### src/design/sbst_pkg.sv
`default_nettype none
// ----------------------------------------------------------------------------
// sbst_pkg
// shared field widths, reset values and controller/datapath interface types
// ----------------------------------------------------------------------------
package sbst_pkg;

	localparam int ID_W   = 16;
	localparam int KEY_W  = 4;
	localparam int KEEP_W = 7;
	localparam int REC_W  = ID_W + KEY_W;

	localparam logic [KEEP_W-1:0] KEEP_RESET = 7'd64;

	// commands from controller to datapath
	typedef struct packed {
		logic load;          // accept input item into the store
		logic pass_prep;     // read entry 0, pointer to 1, clear moved
		logic pass_head;     // first entry into carry, read next
		logic pass_step;     // compare carry with next entry, write back smaller side
		logic pass_tail;     // write carry to last entry, pointer to 0
		logic emit_read;     // read entry at pointer
		logic emit_capture;  // load output register, advance pointer
		logic run_done;      // clear count and overflow after the set
	} cmd_t;

	// status from datapath to controller
	typedef struct packed {
		logic more;      // pointer below stored count
		logic moved;     // a swap happened in this pass
		logic out_last;  // held result is the final one of the run
	} sts_t;

endpackage
`default_nettype wire

### src/design/sbst_dp.sv
`default_nettype none
// ----------------------------------------------------------------------------
// sbst_dp
// record store, sort carry, counters, keep register and output register
// ----------------------------------------------------------------------------
module sbst_dp #(
	parameter int MAX_RECORDS = 64
) (
	input  wire                               clk,
	input  wire                               arst_n,
	input  wire  sbst_pkg::cmd_t              cmd,
	output sbst_pkg::sts_t                    sts,
	input  wire  [sbst_pkg::ID_W-1:0]         record_id,
	input  wire  [sbst_pkg::KEY_W-1:0]        error_count,
	input  wire                               cfg_we,
	input  wire  [sbst_pkg::KEEP_W-1:0]       keep_count,
	output logic [sbst_pkg::ID_W-1:0]         sorted_id,
	output logic [sbst_pkg::KEY_W-1:0]        sorted_errors,
	output logic                              last_out,
	output logic                              overflowed
);

	localparam int ADDR_W = $clog2(MAX_RECORDS);
	localparam int CNT_W  = $clog2(MAX_RECORDS + 1);
	localparam int KW     = sbst_pkg::KEEP_W;
	localparam int RW     = sbst_pkg::REC_W;
	localparam int KEYW   = sbst_pkg::KEY_W;

	logic [RW-1:0] mem [MAX_RECORDS];

	logic [RW-1:0]    rd_q;
	logic [RW-1:0]    carry_q;
	logic [CNT_W-1:0] loaded_q;
	logic [CNT_W-1:0] idx_q;
	logic             ovf_q;
	logic             moved_q;
	logic [KW-1:0]    keep_q;

	logic              we;
	logic [ADDR_W-1:0] wa;
	logic [RW-1:0]     wd;
	logic              re;
	logic [ADDR_W-1:0] ra;
	logic              swap;
	logic              full;
	logic [CNT_W-1:0]  idx_m2;
	logic [CNT_W-1:0]  last_idx;
	logic [KW-1:0]     keep_eff;
	logic [KW-1:0]     loaded_ext;
	logic [KW-1:0]     emit_n;
	logic [KW-1:0]     idx_p1;

	assign full       = (loaded_q == CNT_W'(MAX_RECORDS));
	assign swap       = carry_q[KEYW-1:0] > rd_q[KEYW-1:0];
	assign idx_m2     = idx_q - CNT_W'(2);
	assign last_idx   = loaded_q - CNT_W'(1);
	assign keep_eff   = (keep_q == '0) ? KW'(1) : keep_q;
	assign loaded_ext = KW'(loaded_q);
	assign emit_n     = (keep_eff > loaded_ext) ? loaded_ext : keep_eff;
	assign idx_p1     = KW'(idx_q) + KW'(1);

	assign sts.more  = idx_q < loaded_q;
	assign sts.moved = moved_q;
	assign sts.out_last = last_out;

	// memory port selection
	always_comb begin
		we = 1'b0;
		wa = '0;
		wd = carry_q;
		re = 1'b0;
		ra = idx_q[ADDR_W-1:0];
		if (cmd.load) begin
			we = !full;
			wa = loaded_q[ADDR_W-1:0];
			wd = {record_id, error_count};
		end else if (cmd.pass_step) begin
			we = 1'b1;
			wa = idx_m2[ADDR_W-1:0];
			wd = swap ? rd_q : carry_q;
		end else if (cmd.pass_tail) begin
			we = 1'b1;
			wa = last_idx[ADDR_W-1:0];
		end
		if (cmd.pass_prep) begin
			re = 1'b1;
			ra = '0;
		end else if (cmd.pass_head || cmd.pass_step) begin
			re = sts.more;
		end else if (cmd.emit_read) begin
			re = 1'b1;
		end
	end

	always_ff @(posedge clk) begin
		if (we) begin
			mem[wa] <= wd;
		end
		if (re) begin
			rd_q <= mem[ra];
		end
	end

	always_ff @(posedge clk) begin
		if (cmd.pass_head) begin
			carry_q <= rd_q;
		end else if (cmd.pass_step && !swap) begin
			carry_q <= rd_q;
		end
		if (cmd.emit_capture) begin
			sorted_id     <= rd_q[RW-1:KEYW];
			sorted_errors <= rd_q[KEYW-1:0];
			overflowed    <= ovf_q;
		end
	end

	always_ff @(posedge clk or negedge arst_n) begin
		if (!arst_n) begin
			loaded_q <= '0;
			ovf_q    <= 1'b0;
			idx_q    <= '0;
			moved_q  <= 1'b0;
			keep_q   <= sbst_pkg::KEEP_RESET;
			last_out <= 1'b0;
		end else begin
			if (cfg_we) begin
				keep_q <= keep_count;
			end
			if (cmd.load) begin
				if (full) begin
					ovf_q <= 1'b1;
				end else begin
					loaded_q <= loaded_q + CNT_W'(1);
				end
			end
			if (cmd.run_done) begin
				loaded_q <= '0;
				ovf_q    <= 1'b0;
			end
			if (cmd.pass_prep) begin
				idx_q   <= CNT_W'(1);
				moved_q <= 1'b0;
			end
			if ((cmd.pass_head || cmd.pass_step) && sts.more) begin
				idx_q <= idx_q + CNT_W'(1);
			end
			if (cmd.pass_step && swap) begin
				moved_q <= 1'b1;
			end
			if (cmd.pass_tail) begin
				idx_q <= '0;
			end
			if (cmd.emit_capture) begin
				last_out <= (idx_p1 == emit_n);
				idx_q    <= idx_q + CNT_W'(1);
			end
		end
	end

endmodule
`default_nettype wire

### src/design/sbst_ctrl.sv
`default_nettype none
// ----------------------------------------------------------------------------
// sbst_ctrl
// sequencer for load, bubble passes and emit
// ----------------------------------------------------------------------------
module sbst_ctrl (
	input  wire             clk,
	input  wire             arst_n,
	input  wire             in_valid,
	input  wire             in_last,
	output logic            in_ready,
	output logic            out_valid,
	input  wire             out_ready,
	input  wire  sbst_pkg::sts_t  sts,
	output sbst_pkg::cmd_t  cmd
);

	localparam logic [2:0] S_LOAD  = 3'd0;
	localparam logic [2:0] S_PREP  = 3'd1;
	localparam logic [2:0] S_HEAD  = 3'd2;
	localparam logic [2:0] S_RUN   = 3'd3;
	localparam logic [2:0] S_TAIL  = 3'd4;
	localparam logic [2:0] S_ERD   = 3'd5;
	localparam logic [2:0] S_EWAIT = 3'd6;
	localparam logic [2:0] S_EOUT  = 3'd7;

	logic [2:0] state_q;
	logic [2:0] state_d;

	assign in_ready  = (state_q == S_LOAD);
	assign out_valid = (state_q == S_EOUT);

	always_comb begin
		cmd     = '0;
		state_d = state_q;
		unique case (state_q)
			S_LOAD: begin
				cmd.load = in_valid;
				if (in_valid && in_last) begin
					state_d = S_PREP;
				end
			end
			S_PREP: begin
				cmd.pass_prep = 1'b1;
				state_d       = S_HEAD;
			end
			S_HEAD: begin
				cmd.pass_head = 1'b1;
				state_d       = sts.more ? S_RUN : S_TAIL;
			end
			S_RUN: begin
				cmd.pass_step = 1'b1;
				state_d       = sts.more ? S_RUN : S_TAIL;
			end
			S_TAIL: begin
				cmd.pass_tail = 1'b1;
				state_d       = sts.moved ? S_PREP : S_ERD;
			end
			S_ERD: begin
				cmd.emit_read = 1'b1;
				state_d       = S_EWAIT;
			end
			S_EWAIT: begin
				cmd.emit_capture = 1'b1;
				state_d          = S_EOUT;
			end
			S_EOUT: begin
				if (out_ready) begin
					if (sts.out_last) begin
						cmd.run_done = 1'b1;
						state_d      = S_LOAD;
					end else begin
						cmd.emit_read = 1'b1;
						state_d       = S_EWAIT;
					end
				end
			end
			default: begin
				state_d = S_LOAD;
			end
		endcase
	end

	always_ff @(posedge clk or negedge arst_n) begin
		if (!arst_n) begin
			state_q <= S_LOAD;
		end else begin
			state_q <= state_d;
		end
	end

`ifndef SYNTHESIS
	a_no_overlap: assert property (@(posedge clk) disable iff (!arst_n)
		!(in_ready && out_valid))
		else $error("input and output sides open together");

	a_last_in_starts_sort: assert property (@(posedge clk) disable iff (!arst_n)
		(in_valid && in_ready && in_last) |=> (!in_ready && !out_valid))
		else $error("sort did not start after final record");

	a_last_out_reopens: assert property (@(posedge clk) disable iff (!arst_n)
		(out_valid && out_ready && sts.out_last) |=> in_ready)
		else $error("loading not reopened after final result");

	a_moved_clear_after_prep: assert property (@(posedge clk) disable iff (!arst_n)
		cmd.pass_prep |=> !sts.moved)
		else $error("moved flag not cleared at pass start");
`endif

endmodule
`default_nettype wire

### src/design/stable_bubble_sort_truncate.sv
// loading: one item per cycle; after the final record the sort runs up to n
//   passes over the record store with one read and one write port (n stored)
// emit: each result is read from the store, captured and held until out_ready,
//   and the next one is read only then; one set at a time
// reset: arst_n clears control, counts and overflow, and sets keep_count to 64;
//   the record store is not cleared, only entries of the current set are read
`default_nettype none
// ----------------------------------------------------------------------------
// stable_bubble_sort_truncate
// loads a set of records, stable-sorts them by error count with adjacent-swap
// passes and emits the best keep_count records (at least one, at most all stored)
// ----------------------------------------------------------------------------
module stable_bubble_sort_truncate #(
	parameter int MAX_RECORDS = 64
) (
	input  wire                              clk,
	input  wire                              arst_n,
	// input item channel
	input  wire                              in_valid,
	output logic                             in_ready,
	input  wire  [sbst_pkg::ID_W-1:0]        record_id,
	input  wire  [sbst_pkg::KEY_W-1:0]       error_count,
	input  wire                              last_record,
	// result item channel
	output logic                             out_valid,
	input  wire                              out_ready,
	output logic [sbst_pkg::ID_W-1:0]        sorted_id,
	output logic [sbst_pkg::KEY_W-1:0]       sorted_errors,
	output logic                             last_out,
	output logic                             overflowed,
	// keep_count register write
	input  wire                              cfg_valid,
	output logic                             cfg_ready,
	input  wire  [sbst_pkg::KEEP_W-1:0]      keep_count
);

	sbst_pkg::cmd_t cmd;
	sbst_pkg::sts_t sts;

	// the register write is always taken
	assign cfg_ready = 1'b1;

	// sequencer: load state, bubble pass states, emit states
	sbst_ctrl u_ctrl (
		.clk       (clk),
		.arst_n    (arst_n),
		.in_valid  (in_valid),
		.in_last   (last_record),
		.in_ready  (in_ready),
		.out_valid (out_valid),
		.out_ready (out_ready),
		.sts       (sts),
		.cmd       (cmd)
	);

	// store plus carry register: each pass streams the store once, the carry
	// holds the largest key seen so far and equal keys never swap, which keeps
	// arrival order among records with the same error count
	sbst_dp #(
		.MAX_RECORDS (MAX_RECORDS)
	) u_dp (
		.clk           (clk),
		.arst_n        (arst_n),
		.cmd           (cmd),
		.sts           (sts),
		.record_id     (record_id),
		.error_count   (error_count),
		.cfg_we        (cfg_valid),
		.keep_count    (keep_count),
		.sorted_id     (sorted_id),
		.sorted_errors (sorted_errors),
		.last_out      (last_out),
		.overflowed    (overflowed)
	);

endmodule
`default_nettype wire
### config.mk
export PLATFORM = sky130hd
export DESIGN_NAME = stable_bubble_sort_truncate
export DESIGN_NICKNAME = d
export VERILOG_FILES = /design/src/design/sbst_pkg.sv /design/src/design/sbst_dp.sv /design/src/design/sbst_ctrl.sv /design/src/design/stable_bubble_sort_truncate.sv
export SDC_FILE = /design/constraint.sdc
export NUM_CORES = 2
export LEC_CHECK = 0
export ABC_AREA = 0
export BUFFER_PORTS_ARGS = -buffer_cell sky130_fd_sc_hd__buf_4
export CAP_MARGIN = 25
export CORE_ASPECT_RATIO = 1.75
export CORE_UTILIZATION = 57
export CTS_CLUSTER_DIAMETER = 80
export DETAILED_ROUTE_END_ITERATION = 7
export PLACE_DENSITY = 0.73
export REMOVE_ABC_BUFFERS = 1
export SKIP_CTS_REPAIR_TIMING = 1
export SLEW_MARGIN = 20
export SYNTH_ARGS = -nofsm -noshare
export SYNTH_HDL_FRONTEND = slang
export SYNTH_SLANG_ARGS = --single-unit
### constraint.sdc
create_clock -name clk -period 11.2 [get_ports clk]
set_input_delay 1.68 -clock clk [delete_from_list [all_inputs] [get_ports clk]]
set_output_delay 1.68 -clock clk [all_outputs]
set_load 0.01 [all_outputs]
# Word level (Yosys, flattened, before mapping)

Memories as Yosys holds them, arrays and structs flattened. A register that Yosys moved wholly into a read port is not among the register bits.
Cells that the tools add are included.

Word-level logic and storage cells: 98
Memory bits (read-only): 0
RAM bits: 1,280
Bits in latches: 0
Output and inout port bits: 25
Input port bits: 33
Memories kept: 1
Bits in registers: 68

Memory list:

| memory   | words | bits a word | read ports | clocked after Yosys merged registers in | write ports | line          | text |
|---|---|---|---|---|---|---|---|
| u_dp.mem | 64    | 20          | 1          | 1                                       | 1           | sbst_dp.sv:29 | `logic [RW-1:0] mem [MAX_RECORDS];` |

Eq/ne operators: 12
Reductions and logical operators: 18
Multiplexer cells: 49
Multiply operators: 0
Order comparisons: 3
Add/sub/neg operators: 4
Bitwise gates (word level): 0
Div/mod/pow operators: 0
Shift-type cells: 0

Operator list:

| operator                                                               | count |
|---|---|
| 20-bit 2-to-1 mux                                                      | 5 |
| 7-bit 2-to-1 mux                                                       | 9 |
| 1-bit 2-to-1 mux                                                       | 24 |
| 6-bit 2-to-1 mux                                                       | 4 |
| 3-bit one-hot mux with 7 select lines                                  | 1 |
| 3-bit 2-to-1 mux                                                       | 5 |
| 7-bit by 1-bit adder with 7-bit output (second input constant)         | 2 |
| 3-bit equality test (second input constant)                            | 4 |
| 2-bit nonzero test                                                     | 4 |
| 7-bit equality test                                                    | 1 |
| 7-bit equality test (second input constant)                            | 1 |
| 7-bit > comparator                                                     | 1 |
| 7-bit logical NOT                                                      | 1 |
| 7-bit less-than comparator                                             | 1 |
| 3-bit by 2-bit equality test with 1-bit output (second input constant) | 2 |
| 2-bit AND reduction                                                    | 3 |
| 6-bit by 1-bit subtractor with 6-bit output (second input constant)    | 1 |
| 6-bit by 2-bit subtractor with 6-bit output (second input constant)    | 1 |
| 4-bit > comparator                                                     | 1 |
| 1-bit logical AND                                                      | 4 |
| 2-bit by 1-bit != test with 1-bit output (second input constant)       | 2 |
| 4-bit nonzero test                                                     | 1 |
| 3-bit by 1-bit equality test with 1-bit output (second input constant) | 1 |
| 3-bit logical NOT                                                      | 1 |
| 5 further kinds                                                        | 6 |

# Longest topological paths before layout

Word-level depth: 7
Mapped depth: 13
Depth with buffers taken out: 10

# Cells and area by module

A second synthesis with hierarchy kept.

Cells, all modules: 2,554
Area, all modules: 54,503.5 um^2

By module, submodules not included:

| module                      | cells an instance | area an instance (um^2) | times used | seq. area each (um^2) |
|---|---|---|---|---|
| sbst_dp                     | 2,523             | 54,234.5                | 1          | 40,870.4 |
| sbst_ctrl                   | 29                | 257.7                   | 1          | 75.1 |
| stable_bubble_sort_truncate | 2                 | 11.3                    | 1          | 0.0 |

# Worst setup path before layout

Ideal clock, no wire load.

Path kind: input port to flip-flop
Start: input in_valid
End: memory u_dp.mem[0][0] (netlist bit) (data pin)
Path buffers: 1
Arrival time: 4.555 ns
Required time: 10.498 ns
Stages on the path: 3
Setup time: 0.702 ns
Path slack: 5.943 ns
Path through: and2_1 clkbuf_1 o21ai_0

Word-level cells in the longest chain between the ends: 2

Ends and longest elaborated chain:

| item                 | line                              | text |
|---|---|---|
| start: declaration   | stable_bubble_sort_truncate.sv:19 | `input wire in_valid,` |
| 1-bit 2-to-1 mux     | sbst_ctrl.sv:36                   | `unique case (state_q)` |
| 20-bit 2-to-1 mux    | sbst_dp.sv:73                     | `if (cmd.load) begin` |
| named net u_dp.wd[0] | sbst_dp.sv:41                     | `logic [RW-1:0] wd;` |
| end: declaration     | sbst_dp.sv:29                     |  |

The timed path passes the listed nets, and every way through them passes these cells.

# Worst setup path after layout

Start: register u_ctrl.state_q[1]
End: register u_dp.rd_q[1] (read register of u_dp.mem) (data pin)

Word-level cells in the longest chain between the ends: 5
Elaborated cells between the ends (all ways): 14
Those cells by class: eq/ne (5); mux (8); reduce/logical (1)

Ends and longest elaborated chain:

| item                                                                                         | line                         | text |
|---|---|---|
| start: declaration                                                                           | sbst_ctrl.sv:27              | `logic [2:0] state_q;` |
| start signal: assignment                                                                     | sbst_ctrl.sv:88              | `state_q <= state_d;` |
| 3-bit equality test / 3-bit by 2-bit equality test with 1-bit output (equally long branches) | sbst_ctrl.sv:36              |  |
| 1-bit one-hot mux with 2 select lines / 1-bit 2-to-1 mux (equally long branches)             | sbst_ctrl.sv:36              |  |
| 1-bit 2-to-1 mux / 1-bit logical OR (equally long branches)                                  | sbst_dp.sv:90, sbst_dp.sv:88 |  |
| 1-bit 2-to-1 mux                                                                             | sbst_dp.sv:88                | `end else if (cmd.pass_head \|\| cmd.pass_step) begin` |
| 1-bit 2-to-1 mux                                                                             | sbst_dp.sv:85                | `if (cmd.pass_prep) begin` |
| end: declaration                                                                             | sbst_dp.sv:31                | `logic [RW-1:0] rd_q;` |

Parallel ways exist; a longest one is shown, timed or not.
A chain may end at the register's enable or synchronous reset.

==> run summary <==
RUN STATUS
-------------------------------------------------------------------------------------
Result of the run ...................................................... finished, final reports clean

STA
-------------------------------------------------------------------------------------
Final worst path period share ..........................................        47.4%
WHS ....................................................................     0.495 ns
Minimum clock period ...................................................      5.31 ns
Worst-Margin Slew ......................................................      1.20 ns
Final setup fails ......................................................            0
Accumulated negative setup slack .......................................         0 ns
Achievable Freq ........................................................      188 MHz
Setup repair after global routing missed its margin ....................           no
Clock tree skew after final layout .....................................    0.0224 ns
Number of hold violations in the final report ..........................            0
Worst slew margin relative to its limit ................................        19.5%
Total count of max-transition violations in the final report ...........            0

CLOCK NETWORK
-------------------------------------------------------------------------------------
Number of clock sinks seen by CTS ......................................        1,368
Count of H-tree levels built during CTS ................................            3
Maximum clock path buffer count ........................................            3
TritonCTS clock tree ...................................................          yes
CTS clock-pin slew for the worst setup and hold paths ..................      0.07 ns
Worst-Skew Late Latency ................................................      0.74 ns
CTS root buf ........................................................... sky130_fd_sc_hd__clkbuf_16
Clock buffers created by TritonCTS .....................................          108

YOSYS
-------------------------------------------------------------------------------------
Post-synthesis cell type with the largest combined area ................ sky130_fd_sc_hd__edfxtp_1
Top cell type's share of synthesized area ..............................        72.3%
Register bit count reported by yosys ...................................        1,368
Count of mapped cells out of synthesis .................................        3,809
Average footprint of a synthesized cell ................................     14.6 um2
Part of the Yosys area used for sequential elements ....................        73.5%
FFs w/ async S/R, synth ................................................        1.97%
Number of synthesized flops with an enable pin .........................        1,341
Number of warnings reported in the yosys synthesis log .................            0
Post-synthesis cell area ...............................................   55,700 um2
Number of unique standard cell types used by synthesis .................           80
Largest cells by area after synthesis .................................. sky130_fd_sc_hd__edfxtp_1 72%, sky130_fd_sc_hd__nand2_1 3.2%, sky130_fd_sc_hd__mux2i_1 2.3%, sky130_fd_sc_hd__a211oi_1 2.3%, sky130_fd_sc_hd__o21ai_0 1.7%
Top FF cell, synth ..................................................... sky130_fd_sc_hd__edfxtp_1

FINAL LAYOUT
-------------------------------------------------------------------------------------
Fraction of final layout cells sized beyond drive strength 1 ...........        14.0%
Most frequent standard cell in the layout excluding fill and tap cells . sky130_fd_sc_hd__edfxtp_1
Area delta synth->final ................................................        11.2%
Design Area, Final .....................................................   62,000 um2
Non-filler cells, final ................................................        5,230
Top library cells by usage in the layout, fill and taps aside .......... 1,341 x sky130_fd_sc_hd__edfxtp_1, 477 x sky130_fd_sc_hd__nand2_1, 172 x sky130_fd_sc_hd__o21ai_0
Final-stage net count ..................................................        3,895

HOLD PATH
-------------------------------------------------------------------------------------
Hold path startpoint ................................................... u_dp.rd_q[5]
HP Class ............................................................... register to register
Min-Delay Path Depth ...................................................            0

WORST SETUP PATH
-------------------------------------------------------------------------------------
Critical path endpoint category ........................................     register
R2r startpoint ......................................................... u_ctrl.state_q[1]
Class of the most critical setup path .................................. register to register
Critical path peak fanout ..............................................           78
Number of cell instances on the worst register-to-register path ........            9
Worst Path Arrival .....................................................      5.73 ns
Launch point of the critical path ...................................... u_ctrl.state_q[1]
Required time at the worst-slack endpoint ..............................     11.62 ns
CP startpoint kind .....................................................     register

PLACE
-------------------------------------------------------------------------------------
Placed Cells incl. Taps ................................................        4,986
Quantity of I/O buffers inserted on ports ..............................           56
Final estimated routing congestion in global placement .................        0.968
HPWL after detailed placement ..........................................       101 mm
Standard cell area after detailed placement ............................   57,800 um2

DETAILED ROUTING
-------------------------------------------------------------------------------------
Number of optimization iterations in the first detailed-route pass .....            6
Starting DRC count in detailed routing .................................        5,134
Via total after detailed routing .......................................       35,024
DRC errors left ........................................................            0
Antenna viol nets, final ...............................................            0
Final Routed Wirelength ................................................       165 mm
Average vias per placed instance .......................................         6.70
Wire per inst ..........................................................      31.5 um

FLOORPLANNING
-------------------------------------------------------------------------------------
Die outline width ......................................................       238 um
Site row count .........................................................          151
Overall die area .......................................................   99,000 um2
Initial Utilization ....................................................        57.6%
Placeable core region ..................................................   96,700 um2
Die height .............................................................       416 um
Top-level port count ...................................................           58

GRT
-------------------------------------------------------------------------------------
Wire length of the first global-routing pass ...........................       233 mm
Vias in the first global route .........................................       33,427
Antenna violations before repair .......................................            3
Global route overflow ..................................................            0
Pin count of the biggest net entering global routing ...................           79
Aggregate global-route resource usage ..................................        33.3%

POWER AND IR DROP
-------------------------------------------------------------------------------------
Static leakage .........................................................      22.2 nW
Overall power of the completed layout ..................................    0.00952 W
Pwr dens ...............................................................   154 nW/um2
Max IR drop VDD ........................................................   0.000124 V

JOB
-------------------------------------------------------------------------------------
Max-cap violations .....................................................            0

## flip-flops by register name, summed over array words and instances, names as in the netlist, 3 cells and up
name,flops
u_dp.carry_q,20
u_dp.idx_q,7
u_dp.mem,1280
u_dp.sorted_id,16
u_dp.keep_q,7
u_dp.loaded_ext,7
u_dp.rd_q,20
u_dp.sorted_errors,4
u_ctrl.state_q,3
## cells by family (layout without fill, tap and decap cells)
logic type	count (synthesis)	count (layout)	synth area share (%)
DFF	1368	1368	73.5
and+or+nand+nor	1019	1019	8.22
AOI/OAI and AO/OA	880	880	10.5
buffers and inverters	289	409	2.35
muxes	207	207	4.52
adders and majority gates	23	23	0.517
xor gates and xnor gates	22	22	0.346
other	1	2	0.00673
## cell type report
cell class / count / area (um2)
Clock inverter: 76 / 805
Fill cell: 6794 / 34800
Timing Repair Buffer: 186 / 1650
Inverter: 23 / 86.3
Multi-Input combinational cell: 2152 / 14000
Tap cell: 1300 / 1630
Sequential cell: 1368 / 41000
Clock buffer: 124 / 2830
Antenna cell: 1 / 2.50
## where the power goes
group | total [W] | internal [W] | switching, W
Clock | 0.00396 | 0.00216 | 0.00180
Sequential | 0.00553 | 0.00553 | 0.00000397
Combinational | 0.0000262 | 0.0000142 | 0.0000120
Total | 0.00952 | 0.00771 | 0.00181
## critical path, cell delays in order (launching register included)
cell                       delay, ns
sky130_fd_sc_hd__dfrtp_1        0.83
sky130_fd_sc_hd__or3b_4         0.60
sky130_fd_sc_hd__buf_4          0.60
sky130_fd_sc_hd__nand2_4        0.52
sky130_fd_sc_hd__buf_4          0.60
sky130_fd_sc_hd__a211oi_1       0.34
sky130_fd_sc_hd__a211oi_1       0.10
sky130_fd_sc_hd__nand2b_1       0.18
sky130_fd_sc_hd__a221oi_1       0.90
sky130_fd_sc_hd__o22ai_1        0.22
## cell usage after synthesis, types with 25 or more instances
library cell,n
sky130_fd_sc_hd__a211oi_1,171
sky130_fd_sc_hd__a21oi_1,138
sky130_fd_sc_hd__a221oi_1,43
sky130_fd_sc_hd__a31oi_1,106
sky130_fd_sc_hd__and3_1,87
sky130_fd_sc_hd__buf_2,79
sky130_fd_sc_hd__clkbuf_1,138
sky130_fd_sc_hd__dfrtp_1,26
sky130_fd_sc_hd__edfxtp_1,1341
sky130_fd_sc_hd__mux2_2,46
sky130_fd_sc_hd__mux2i_1,130
sky130_fd_sc_hd__mux4_2,31
sky130_fd_sc_hd__nand2_1,478
sky130_fd_sc_hd__nand3_1,79
sky130_fd_sc_hd__nor2_1,209
sky130_fd_sc_hd__nor2b_1,60
sky130_fd_sc_hd__nor3_1,25
sky130_fd_sc_hd__o21ai_0,192
sky130_fd_sc_hd__o22a_1,28
sky130_fd_sc_hd__o22ai_1,41
sky130_fd_sc_hd__o41ai_1,27
## metrics by stage
| step | utilization (%) | worst slack (ns) |
|---|---|---|
| final | 64.1 | 5.89 |
| after CTS | 63.5 | 5.94 |
| after global routing | 64.0 | 5.92 |
| after floorplan | - | -2.65 |
| after global placement | 59.5 | 5.63 |
| after detailed placement | 59.7 | 5.75 |
## worst paths after layout
check / to / slack, ns
setup / recovery: u_dp.rd_q[1] / 5.89
max in group asynchronous: u_dp.idx_q[2] / 10.01
setup reg to reg: u_dp.rd_q[1] / 5.89
hold / removal: u_dp.carry_q[5] / 0.49
min in group asynchronous: u_dp.idx_q[6] / 0.87
hold reg to reg: u_dp.carry_q[5] / 0.49
## layer usage
metal / vias up / global-route usage (%) / part of all wire [%]
li1: 14815 / - / -
met1: 17272 / 40.7 / 34
met2: 2406 / 53.4 / 48
met3: 529 / 5.67 / 10
met4: 2 / 24.5 / 8.7
met5: - / 0 / 0.0079
No activity file was read; power rests on OpenSTA's default activity.
